File: src/rtl/sfsp_pkg.sv
// Package: shared types, codes and widths for the SCAN floor stop planner.
package sfsp_pkg;

  localparam int FLOOR_W = 6;   // width of every floor field
  localparam int CNT_W   = 7;   // width of the floor count register
  localparam int IDX_W   = 9;   // width used to compare a cell's fixed index

  localparam logic [CNT_W-1:0] FLOOR_COUNT_RST = 7'd64;

  // Request codes; the unused code behaves as a plain query
  typedef enum logic [1:0] {
    REQ_QUERY = 2'd0,
    REQ_ADD   = 2'd1,
    REQ_CLEAR = 2'd2,
    REQ_SPARE = 2'd3
  } req_t;

  // Direction codes; the unused code behaves as no direction
  typedef enum logic [1:0] {
    DIR_HOLD  = 2'd0,
    DIR_UP    = 2'd1,
    DIR_DN    = 2'd2,
    DIR_SPARE = 2'd3
  } dir_t;

  typedef struct packed {
    logic [1:0]         req_type;
    logic [FLOOR_W-1:0] stop_floor;
    logic [FLOOR_W-1:0] cab_floor;
    logic [1:0]         cab_direction;
  } in_item_t;

  typedef struct packed {
    logic [FLOOR_W-1:0] next_floor;
    logic               next_valid;
    logic               any_pending;
    logic               mark_at_floor;
  } out_item_t;

  // Mark write broadcast to every cell on an accepted transaction
  typedef struct packed {
    logic               en;
    logic               set;
    logic [FLOOR_W-1:0] floor;
  } cell_wr_t;

  // Search context held steady for the whole scan
  typedef struct packed {
    logic [FLOOR_W-1:0] stop_floor;
    logic [FLOOR_W-1:0] cab_floor;
  } scan_ctx_t;

  // Running search result handed from cell to cell
  typedef struct packed {
    logic               any;
    logic               up_ok;
    logic [FLOOR_W-1:0] best_up;
    logic               down_ok;
    logic [FLOOR_W-1:0] best_down;
    logic               sf_hit;
    logic               cab_hit;
  } scan_acc_t;

  typedef enum logic [1:0] {
    S_IDLE = 2'd0,
    S_SCAN = 2'd1,
    S_PUSH = 2'd2
  } state_t;

endpackage

File: src/rtl/sfsp_cell.sv
// Module: one floor cell, holding its stop mark and passing the scan token on.
module sfsp_cell import sfsp_pkg::*; #(
  parameter int IDX = 0
) (
  input  logic             clk,
  input  logic             rst,
  input  logic [CNT_W-1:0] floor_count,
  input  cell_wr_t         wr,
  input  scan_ctx_t        ctx,
  input  logic             tok_in,
  input  scan_acc_t        acc_in,
  output logic             tok_out,
  output scan_acc_t        acc_out
);

  localparam logic [IDX_W-1:0] MY_IDX = IDX_W'(IDX);

  logic      mark;
  logic      in_use;
  logic      seen;
  logic      above;
  logic      below;
  scan_acc_t acc_next;

  // floor in use when below the configured count
  assign in_use = {{(IDX_W-CNT_W){1'b0}}, floor_count} > MY_IDX;
  assign seen   = mark && in_use;
  assign above  = MY_IDX > {{(IDX_W-FLOOR_W){1'b0}}, ctx.cab_floor};
  assign below  = MY_IDX < {{(IDX_W-FLOOR_W){1'b0}}, ctx.cab_floor};

  // stop mark: add or clear only for a floor in use
  always_ff @(posedge clk) begin
    if (rst) begin
      mark <= 1'b0;
    end else if (wr.en && in_use &&
                 ({{(IDX_W-FLOOR_W){1'b0}}, wr.floor} == MY_IDX)) begin
      mark <= wr.set;
    end
  end

  // fold this floor into the running search
  always_comb begin
    acc_next = acc_in;
    if (seen) begin
      acc_next.any = 1'b1;
      if (above && !acc_in.up_ok) begin
        acc_next.up_ok   = 1'b1;
        acc_next.best_up = MY_IDX[FLOOR_W-1:0];
      end
      if (below) begin
        acc_next.down_ok   = 1'b1;
        acc_next.best_down = MY_IDX[FLOOR_W-1:0];
      end
      if ({{(IDX_W-FLOOR_W){1'b0}}, ctx.stop_floor} == MY_IDX) begin
        acc_next.sf_hit = 1'b1;
      end
      if (!above && !below) begin
        acc_next.cab_hit = 1'b1;
      end
    end
  end

  // token stage
  always_ff @(posedge clk) begin
    if (rst) begin
      tok_out <= 1'b0;
    end else begin
      tok_out <= tok_in;
    end
  end

  // result stage, loaded only as the token passes
  always_ff @(posedge clk) begin
    if (tok_in) begin
      acc_out <= acc_next;
    end
  end

endmodule

File: src/rtl/scan_floor_stop_planner_top.sv
// Module: top level of the SCAN floor stop planner, control and result selection.
//
// One stop mark per floor lives in a row of MAX_FLOORS cells. An accepted
// transaction updates the mark at once, then a search token walks the row one
// cell per clock, carrying the nearest stop above and below the cab. The
// result passes from the start register through the cell row and the S_PUSH
// state into the output register, and the next transaction can be accepted
// once the block is back in S_IDLE, so the time each transaction occupies is
// set by the length of the cell row. One transaction is in work at a time; a
// finished result waits in the output register while the next transaction is
// accepted, and a newer result is held back until that register is free. The
// floor count register may be written only while the block is idle.
module scan_floor_stop_planner_top import sfsp_pkg::*; #(
  parameter int MAX_FLOORS = 64
) (
  input  logic             clk,
  input  logic             rst,
  input  logic             cfg_we,
  input  logic [CNT_W-1:0] cfg_wdata,
  input  logic             in_valid,
  output logic             in_ready,
  input  in_item_t         in_data,
  output logic             out_valid,
  input  logic             out_ready,
  output out_item_t        out_data
);

  state_t     state;
  state_t     state_next;
  logic [CNT_W-1:0] floor_count;
  logic       start;
  logic       in_fire;
  logic       out_load;
  dir_t       dir;
  scan_ctx_t  ctx;
  cell_wr_t   wr;
  out_item_t  result;
  logic       tok [MAX_FLOORS+1];
  scan_acc_t  acc [MAX_FLOORS+1];
  logic [MAX_FLOORS-1:0] tok_vec;
  scan_acc_t  fin;

  assign in_fire = in_valid && in_ready;

  // configuration register
  always_ff @(posedge clk) begin
    if (rst) begin
      floor_count <= FLOOR_COUNT_RST;
    end else if (cfg_we) begin
      floor_count <= cfg_wdata;
    end
  end

  // transaction context, held through the scan
  always_ff @(posedge clk) begin
    if (in_fire) begin
      ctx.stop_floor <= in_data.stop_floor;
      ctx.cab_floor  <= in_data.cab_floor;
      dir            <= dir_t'(in_data.cab_direction);
    end
  end

  // mark write goes straight to the cells on acceptance
  always_comb begin
    wr.en    = in_fire && ((req_t'(in_data.req_type) == REQ_ADD) ||
                           (req_t'(in_data.req_type) == REQ_CLEAR));
    wr.set   = req_t'(in_data.req_type) == REQ_ADD;
    wr.floor = in_data.stop_floor;
  end

  // token launches the cycle after acceptance, once marks are updated
  always_ff @(posedge clk) begin
    if (rst) begin
      start <= 1'b0;
    end else begin
      start <= in_fire;
    end
  end

  assign tok[0] = start;
  assign acc[0] = '0;

  // cell row
  for (genvar i = 0; i < MAX_FLOORS; i++) begin : g_cell
    sfsp_cell #(.IDX(i)) u_cell (
      .clk         (clk),
      .rst         (rst),
      .floor_count (floor_count),
      .wr          (wr),
      .ctx         (ctx),
      .tok_in      (tok[i]),
      .acc_in      (acc[i]),
      .tok_out     (tok[i+1]),
      .acc_out     (acc[i+1])
    );
    assign tok_vec[i] = tok[i+1];
  end

  assign fin = acc[MAX_FLOORS];

  // SCAN choice from the finished search
  always_comb begin
    result.next_floor    = '0;
    result.next_valid    = 1'b0;
    result.any_pending   = fin.any;
    result.mark_at_floor = fin.sf_hit;
    if ((dir == DIR_UP) && fin.up_ok) begin
      result.next_valid = 1'b1;
      result.next_floor = fin.best_up;
    end else if ((dir == DIR_DN) && fin.down_ok) begin
      result.next_valid = 1'b1;
      result.next_floor = fin.best_down;
    end else if ((dir == DIR_UP) && fin.down_ok) begin
      result.next_valid = 1'b1;
      result.next_floor = fin.best_down;
    end else if ((dir == DIR_DN) && fin.up_ok) begin
      result.next_valid = 1'b1;
      result.next_floor = fin.best_up;
    end else if (fin.up_ok && fin.down_ok) begin
      // nearest other floor, lower wins a tie
      result.next_valid = 1'b1;
      if ((fin.best_up - ctx.cab_floor) < (ctx.cab_floor - fin.best_down)) begin
        result.next_floor = fin.best_up;
      end else begin
        result.next_floor = fin.best_down;
      end
    end else if (fin.up_ok) begin
      result.next_valid = 1'b1;
      result.next_floor = fin.best_up;
    end else if (fin.down_ok) begin
      result.next_valid = 1'b1;
      result.next_floor = fin.best_down;
    end else if (fin.cab_hit) begin
      result.next_valid = 1'b1;
      result.next_floor = ctx.cab_floor;
    end
  end

  // state register
  always_ff @(posedge clk) begin
    if (rst) begin
      state <= S_IDLE;
    end else begin
      state <= state_next;
    end
  end

  // next state and handshake
  always_comb begin
    state_next = state;
    in_ready   = 1'b0;
    out_load   = 1'b0;
    unique case (state)
      S_IDLE: begin
        in_ready = 1'b1;
        if (in_valid) begin
          state_next = S_SCAN;
        end
      end
      S_SCAN: begin
        if (tok[MAX_FLOORS]) begin
          state_next = S_PUSH;
        end
      end
      S_PUSH: begin
        if (!out_valid || out_ready) begin
          out_load   = 1'b1;
          state_next = S_IDLE;
        end
      end
      default: begin
        state_next = S_IDLE;
      end
    endcase
  end

  // output register
  always_ff @(posedge clk) begin
    if (rst) begin
      out_valid <= 1'b0;
    end else if (out_load) begin
      out_valid <= 1'b1;
    end else if (out_ready) begin
      out_valid <= 1'b0;
    end
  end

  always_ff @(posedge clk) begin
    if (out_load) begin
      out_data <= result;
    end
  end

`ifndef NO_ASSERTIONS
  // at most one search token in the row
  a_one_token: assert property (@(posedge clk) disable iff (rst)
    $countones(tok_vec) <= 1)
    else $error("more than one scan token in the cell row");

  // the token leaves the row only while a scan is running
  a_token_in_scan: assert property (@(posedge clk) disable iff (rst)
    tok[MAX_FLOORS] |-> (state == S_SCAN))
    else $error("scan token finished outside a scan");

  // acceptance launches the token next cycle
  a_launch: assert property (@(posedge clk) disable iff (rst)
    in_fire |=> tok[0])
    else $error("accepted transaction did not launch a scan");

  // a next stop implies some stop is pending
  a_next_needs_pending: assert property (@(posedge clk) disable iff (rst)
    (out_valid && out_data.next_valid) |-> out_data.any_pending)
    else $error("next stop reported with no stop pending");

  // no next stop reads as floor zero
  a_none_is_zero: assert property (@(posedge clk) disable iff (rst)
    (out_valid && !out_data.next_valid) |-> (out_data.next_floor == '0))
    else $error("next floor non-zero without a next stop");
`endif

endmodule

File: config.mk
export PLATFORM = sky130hd
export DESIGN_NAME = scan_floor_stop_planner_top
export DESIGN_NICKNAME = d
export VERILOG_FILES = /design/src/rtl/sfsp_pkg.sv /design/src/rtl/sfsp_cell.sv /design/src/rtl/scan_floor_stop_planner_top.sv
export SDC_FILE = /design/constraint.sdc
export NUM_CORES = 2
export LEC_CHECK = 0
export BUFFER_PORTS_ARGS = -buffer_cell sky130_fd_sc_hd__buf_2
export CAP_MARGIN = 20
export CORE_ASPECT_RATIO = 2
export CORE_MARGIN = 2
export CORE_UTILIZATION = 57
export CTS_CLUSTER_DIAMETER = 50
export DETAILED_ROUTE_END_ITERATION = 6
export PLACE_DENSITY = 0.81
export SYNTH_ARGS = -nofsm -noshare
export SYNTH_HDL_FRONTEND = slang
export SYNTH_SLANG_ARGS = --single-unit
File: constraint.sdc
create_clock -name clk -period 3 [get_ports clk]
set_input_delay 0.45 -clock clk [delete_from_list [all_inputs] [get_ports clk]]
set_output_delay 0.45 -clock clk [all_outputs]
set_load 0.05 [all_outputs]
==> metrics.txt <==
# TYPE chip_impl_metric gauge
chip_impl_info{name="outcome",value="finished with violations"} 1
chip_impl_info{name="failed_checks",value="setup timing"} 1
chip_impl_metric{name="gr-usage-all-layers",unit=""} 0.287
chip_impl_metric{name="setup_viol",unit=""} 6
chip_impl_info{name="worstReg2RegStart",value="ctx[1]$_DFFE_PP_"} 1
chip_impl_metric{name="grt_antenna_before_repair",unit=""} 7
chip_impl_metric{name="clockBufferDepth",unit=""} 3
chip_impl_metric{name="largest_net_degree_at_the_start_of_global_routing",unit=""} 113
chip_impl_metric{name="tightest_slew",unit="ns"} 1.25
chip_impl_metric{name="num_cts_buffers",unit=""} 91
chip_impl_metric{name="firstDrtPassIters",unit=""} 6
chip_impl_metric{name="critical_path_arrival",unit="ns"} 3.49
chip_impl_metric{name="total_leakage_power",unit="uW"} 0.0170
chip_impl_metric{name="hpwlAfterDp",unit="um"} 82200
chip_impl_metric{name="globalplace.congestion",unit=""} 0.999
chip_impl_metric{name="io_buffers",unit=""} 38
chip_impl_metric{name="synthMuxAreaShare",unit=""} 0.0164
chip_impl_metric{name="placeableCoreArea",unit="sq mm"} 0.0778
chip_impl_metric{name="initial_utilization",unit=""} 0.572
chip_impl_metric{name="worst-r2r-cell-count",unit=""} 11
chip_impl_info{name="yosys_most_used_dff",value="sky130_fd_sc_hd__edfxtp_1"} 1
chip_impl_metric{name="die_height",unit="um"} 399
chip_impl_metric{name="dpl.cell_count",unit=""} 4196
chip_impl_metric{name="cap_violations",unit=""} 0
chip_impl_info{name="timing.critical_path.slowest_stage_cell",value="sky130_fd_sc_hd__edfxtp_1"} 1
chip_impl_metric{name="final_layout_size_suffix_gt1_frac",unit=""} 0.179
chip_impl_info{name="worst_setup_path_startpoint",value="ctx[1]$_DFFE_PP_"} 1
chip_impl_info{name="worst-setup-path-type",value="reg2reg"} 1
chip_impl_metric{name="clock_pin_slew_on_the_worst_setup_and_hold_paths",unit="ns"} 0.07
chip_impl_metric{name="total_power",unit="uW"} 30200
chip_impl_metric{name="drt_first_iter_violations",unit=""} 2983
chip_impl_metric{name="die-width",unit="um"} 202
chip_impl_metric{name="power-per-cell-area",unit="mW/mm^2"} 602
chip_impl_metric{name="cts_sinks",unit=""} 1122
chip_impl_metric{name="netlist_instances",unit=""} 3077
chip_impl_metric{name="netlist_area",unit="sq mm"} 0.0445
chip_impl_metric{name="antenna_left",unit=""} 0
chip_impl_metric{name="area_growth_syn_to_layout",unit="%"} 12.6
chip_impl_metric{name="max_clock_freq",unit="MHz"} 326
chip_impl_info{name="mostFrequentLayoutCell",value="sky130_fd_sc_hd__edfxtp_1"} 1
chip_impl_metric{name="ys_ff_latch",unit=""} 1122
chip_impl_metric{name="floorplan.io_pins",unit=""} 39
chip_impl_metric{name="route.vias.total",unit=""} 26400
chip_impl_info{name="min_path_type",value="in2reg"} 1
chip_impl_metric{name="reg2reg_slack",unit="ns"} -0.07
chip_impl_metric{name="placement.cell_area",unit="sq mm"} 0.0468
chip_impl_metric{name="wl_per_cell",unit="um"} 26.2
chip_impl_metric{name="ys_warn_count",unit=""} 0
chip_impl_metric{name="timing.critical_path.slowest_cell_delay",unit="ns"} 0.45
chip_impl_metric{name="drcViolationCount",unit=""} 0
chip_impl_metric{name="vias_per_cell",unit=""} 6.03
chip_impl_metric{name="slew_headroom",unit=""} 0.164
chip_impl_metric{name="synth-compound-area-share",unit=""} 0.0596
chip_impl_metric{name="hold_violations",unit=""} 0
chip_impl_info{name="rsz0062_at_grt",value="true"} 1
chip_impl_info{name="crit_path_cell_trace",value="ha_1, nor2b_4, o21ai_2, nand2b_1, a2111o_1, o211a_1, ha_4, nand4_1, o221ai_4, o21bai_4, a221o_1"} 1
chip_impl_metric{name="synth_fp_nets",unit=""} 3123
chip_impl_info{name="clock_tree.root_cell",value="sky130_fd_sc_hd__clkbuf_16"} 1
chip_impl_metric{name="final_net_count",unit=""} 3318
chip_impl_metric{name="overflow",unit=""} 0
chip_impl_metric{name="cts_htree_levels",unit=""} 3
chip_impl_metric{name="final_min_period_over_clock_period",unit=""} 1.02
chip_impl_info{name="critPathTopFamily",value="compound AO/OA/AOI/OAI gates"} 1
chip_impl_info{name="critical_path.startpoint_type",value="flip-flop"} 1
chip_impl_info{name="crit_path_end",value="out_data[6]$_DFFE_PP_"} 1
chip_impl_metric{name="die_area",unit="sq mm"} 0.0805
chip_impl_metric{name="placement_rows",unit=""} 145
chip_impl_metric{name="path_depth",unit=""} 11
chip_impl_metric{name="layout_min_cycle_time",unit="ns"} 3.07
chip_impl_metric{name="drv_slew",unit=""} 0
chip_impl_metric{name="worst_clock_skew",unit="ns"} 0.0349
chip_impl_metric{name="wl",unit="um"} 115000
chip_impl_info{name="setup.worst_path.end_class",value="flip-flop"} 1
chip_impl_info{name="tritoncts_clock_tree",value="yes"} 1
chip_impl_metric{name="synth_edf_count",unit=""} 983
chip_impl_metric{name="power.ir.vdd_worst",unit="V"} 0.000416
chip_impl_metric{name="postSynth.asyncResetShare",unit=""} 0
chip_impl_metric{name="yosys.area_share.xor_xnor",unit=""} 0.00138
chip_impl_metric{name="first_global_vias",unit=""} 26800
chip_impl_metric{name="crit_path_max_fanout",unit=""} 4
chip_impl_metric{name="cp.buffers_inverters",unit=""} 0
chip_impl_info{name="dominant_combinational_cell_family_by_area_after_synthesis",value="simple AND/OR/NAND/NOR gates"} 1
chip_impl_metric{name="non_filler_cell_area_final",unit="sq mm"} 0.0502
chip_impl_metric{name="clk_latency",unit="ns"} 0.69
chip_impl_info{name="regToRegEndpoint",value="out_data[6]$_DFFE_PP_"} 1
chip_impl_metric{name="fillers",unit=""} 5285
chip_impl_metric{name="post_synth_fa_ha_maj_area_fraction",unit=""} 0.00539
chip_impl_metric{name="final_critical_path_setup_slack",unit="ns"} -0.0721
chip_impl_metric{name="grt_pass1_wl",unit="um"} 167000
chip_impl_metric{name="finish.cell_count_without_fillers",unit=""} 4385
chip_impl_metric{name="ys_seq_area_frac",unit=""} 0.725
chip_impl_metric{name="synthDistinctLibCells",unit=""} 77
chip_impl_metric{name="synthesis.area_per_instance",unit="sq um"} 14.5
chip_impl_info{name="layout_common_cells",value="983 x sky130_fd_sc_hd__edfxtp_1, 388 x sky130_fd_sc_hd__nand2b_1, 214 x sky130_fd_sc_hd__and2_1"} 1
chip_impl_metric{name="worst_ep_required_time",unit="ns"} 3.42
chip_impl_metric{name="synth_simple_gate_area_share",unit=""} 0.181
## metrics by stage
step                worst slack [ns]   util  hold WS, ns  TNS (ns)
floorplan                     0.0109      -        0.400         0
global placement             -0.0673  0.602        0.404    -0.371
detailed placement            -0.147  0.602        0.405    -0.780
CTS                          -0.0705  0.643       0.0299    -0.361
global route                  -0.173  0.644       0.0835    -0.901
finish                       -0.0721  0.644       0.0656    -0.288
## kinds of logic (layout without fill, tap and decap cells)
group | count (synthesis) | count (layout)
XOR/XNOR | 7 | 7
other | 0 | 8
adder cells (fa/ha/maj) | 18 | 18
buffers and inverters | 120 | 391
multiplexers | 73 | 73
flip-flops | 1122 | 1122
AO/OA/AOI/OAI | 342 | 342
AND/OR/NAND/NOR | 1395 | 1395
## repair_timing
action,4_1_cts,5_1_grt
hold buffers,9,0
hold endpoints to repair,9,0
cloned,0,0
pin swaps,3,2
endpoints found under the setup margin,6,6
buffers inserted,2,1
resized for setup,7,14
## worst min-delay path by stage
stage	startpoint	slack [ns]	to	depth (start not counted)
6_report	cfg_wdata[2]	0.07	floor_count[2]$_SDFFE_PP0P_	3
2_1_floorplan	g_cell[62].u_cell.acc_out[2]$_DFFE_PP_	0.40	g_cell[63].u_cell.acc_out[2]$_DFFE_PP_	0
5_1_grt	in_data[13]	0.08	ctx[11]$_DFFE_PP_	1
4_1_cts	cfg_wdata[2]	0.03	floor_count[2]$_SDFFE_PP0P_	3
3_5_place_dp	g_cell[63].u_cell.acc_out[1]$_DFFE_PP_	0.40	out_data[0]$_DFFE_PP_	0
3_3_place_gp	g_cell[63].u_cell.acc_out[1]$_DFFE_PP_	0.40	out_data[0]$_DFFE_PP_	0
## final cells by class
class                   count  area [sq um]  share of cell area
inverters                  32           120             0.00239
clock buffers             121          2490              0.0497
repair buffers            190          1440              0.0286
multi-input cells        1835         11900               0.237
well taps                1029          1290              0.0257
flip-flops and latches   1122         32300               0.644
clock inverters            48           597              0.0119
diodes                      8          20.0            0.000399
## cell usage after synthesis (all sizes together), types with 12 or more instances
library cell / number / area [sq um]
edfxtp: 983 / 29500
nand2b: 388 / 2430
and2: 220 / 1380
nor2b: 164 / 1030
nor2: 155 / 584
or2: 155 / 970
dfxtp: 139 / 2780
nand2: 120 / 453
a31o: 79 / 692
mux2i: 73 / 731
clkbuf: 59 / 223
nor3: 51 / 265
a41o: 47 / 470
nand3: 45 / 225
o21bai: 43 / 323
a21oi: 38 / 190
o21ai: 36 / 184
inv: 32 / 120
a21o: 29 / 218
buf: 29 / 169
or3: 29 / 191
nand3b: 17 / 128
a21boi: 16 / 120
ha: 16 / 200
and3: 12 / 75.1
## layer usage
| layer | vias up | global-route usage | routed length (um) |
|---|---|---|---|
| li1 | 11500 | - | - |
| met1 | 13100 | 0.288 | 36200 |
| met2 | 1318 | 0.514 | 59300 |
| met3 | 457 | 0.0572 | 8850 |
| met4 | 4 | 0.232 | 10600 |
| met5 | - | 0 | 31 |
## state kept, by name, indices dropped and copies added, names as in the netlist, 2 cells and up
register and cells:
out_data 9, g_cell.u_cell.tok_out 64, g_cell.u_cell.acc_out 960, g_cell.u_cell.mark 64, state 2, ctx 12, dir 2, floor_count 7
## worst reg2reg max path: cells and delay by family, from the launching register on
family | cells | cell delay, ns
AOI/OAI and AO/OA | 6 | 1.38
adders and majority gates | 2 | 0.61
DFF | 1 | 0.45
and+or+nand+nor | 3 | 0.37
## where the power goes
| part | switching [uW] | total, uW | internal [uW] |
|---|---|---|---|
| Sequential | 45.1 | 16800 | 16700 |
| Clock | 5530 | 12500 | 6940 |
| Combinational | 666 | 953 | 287 |
Power figures use the tool's default switching activity.
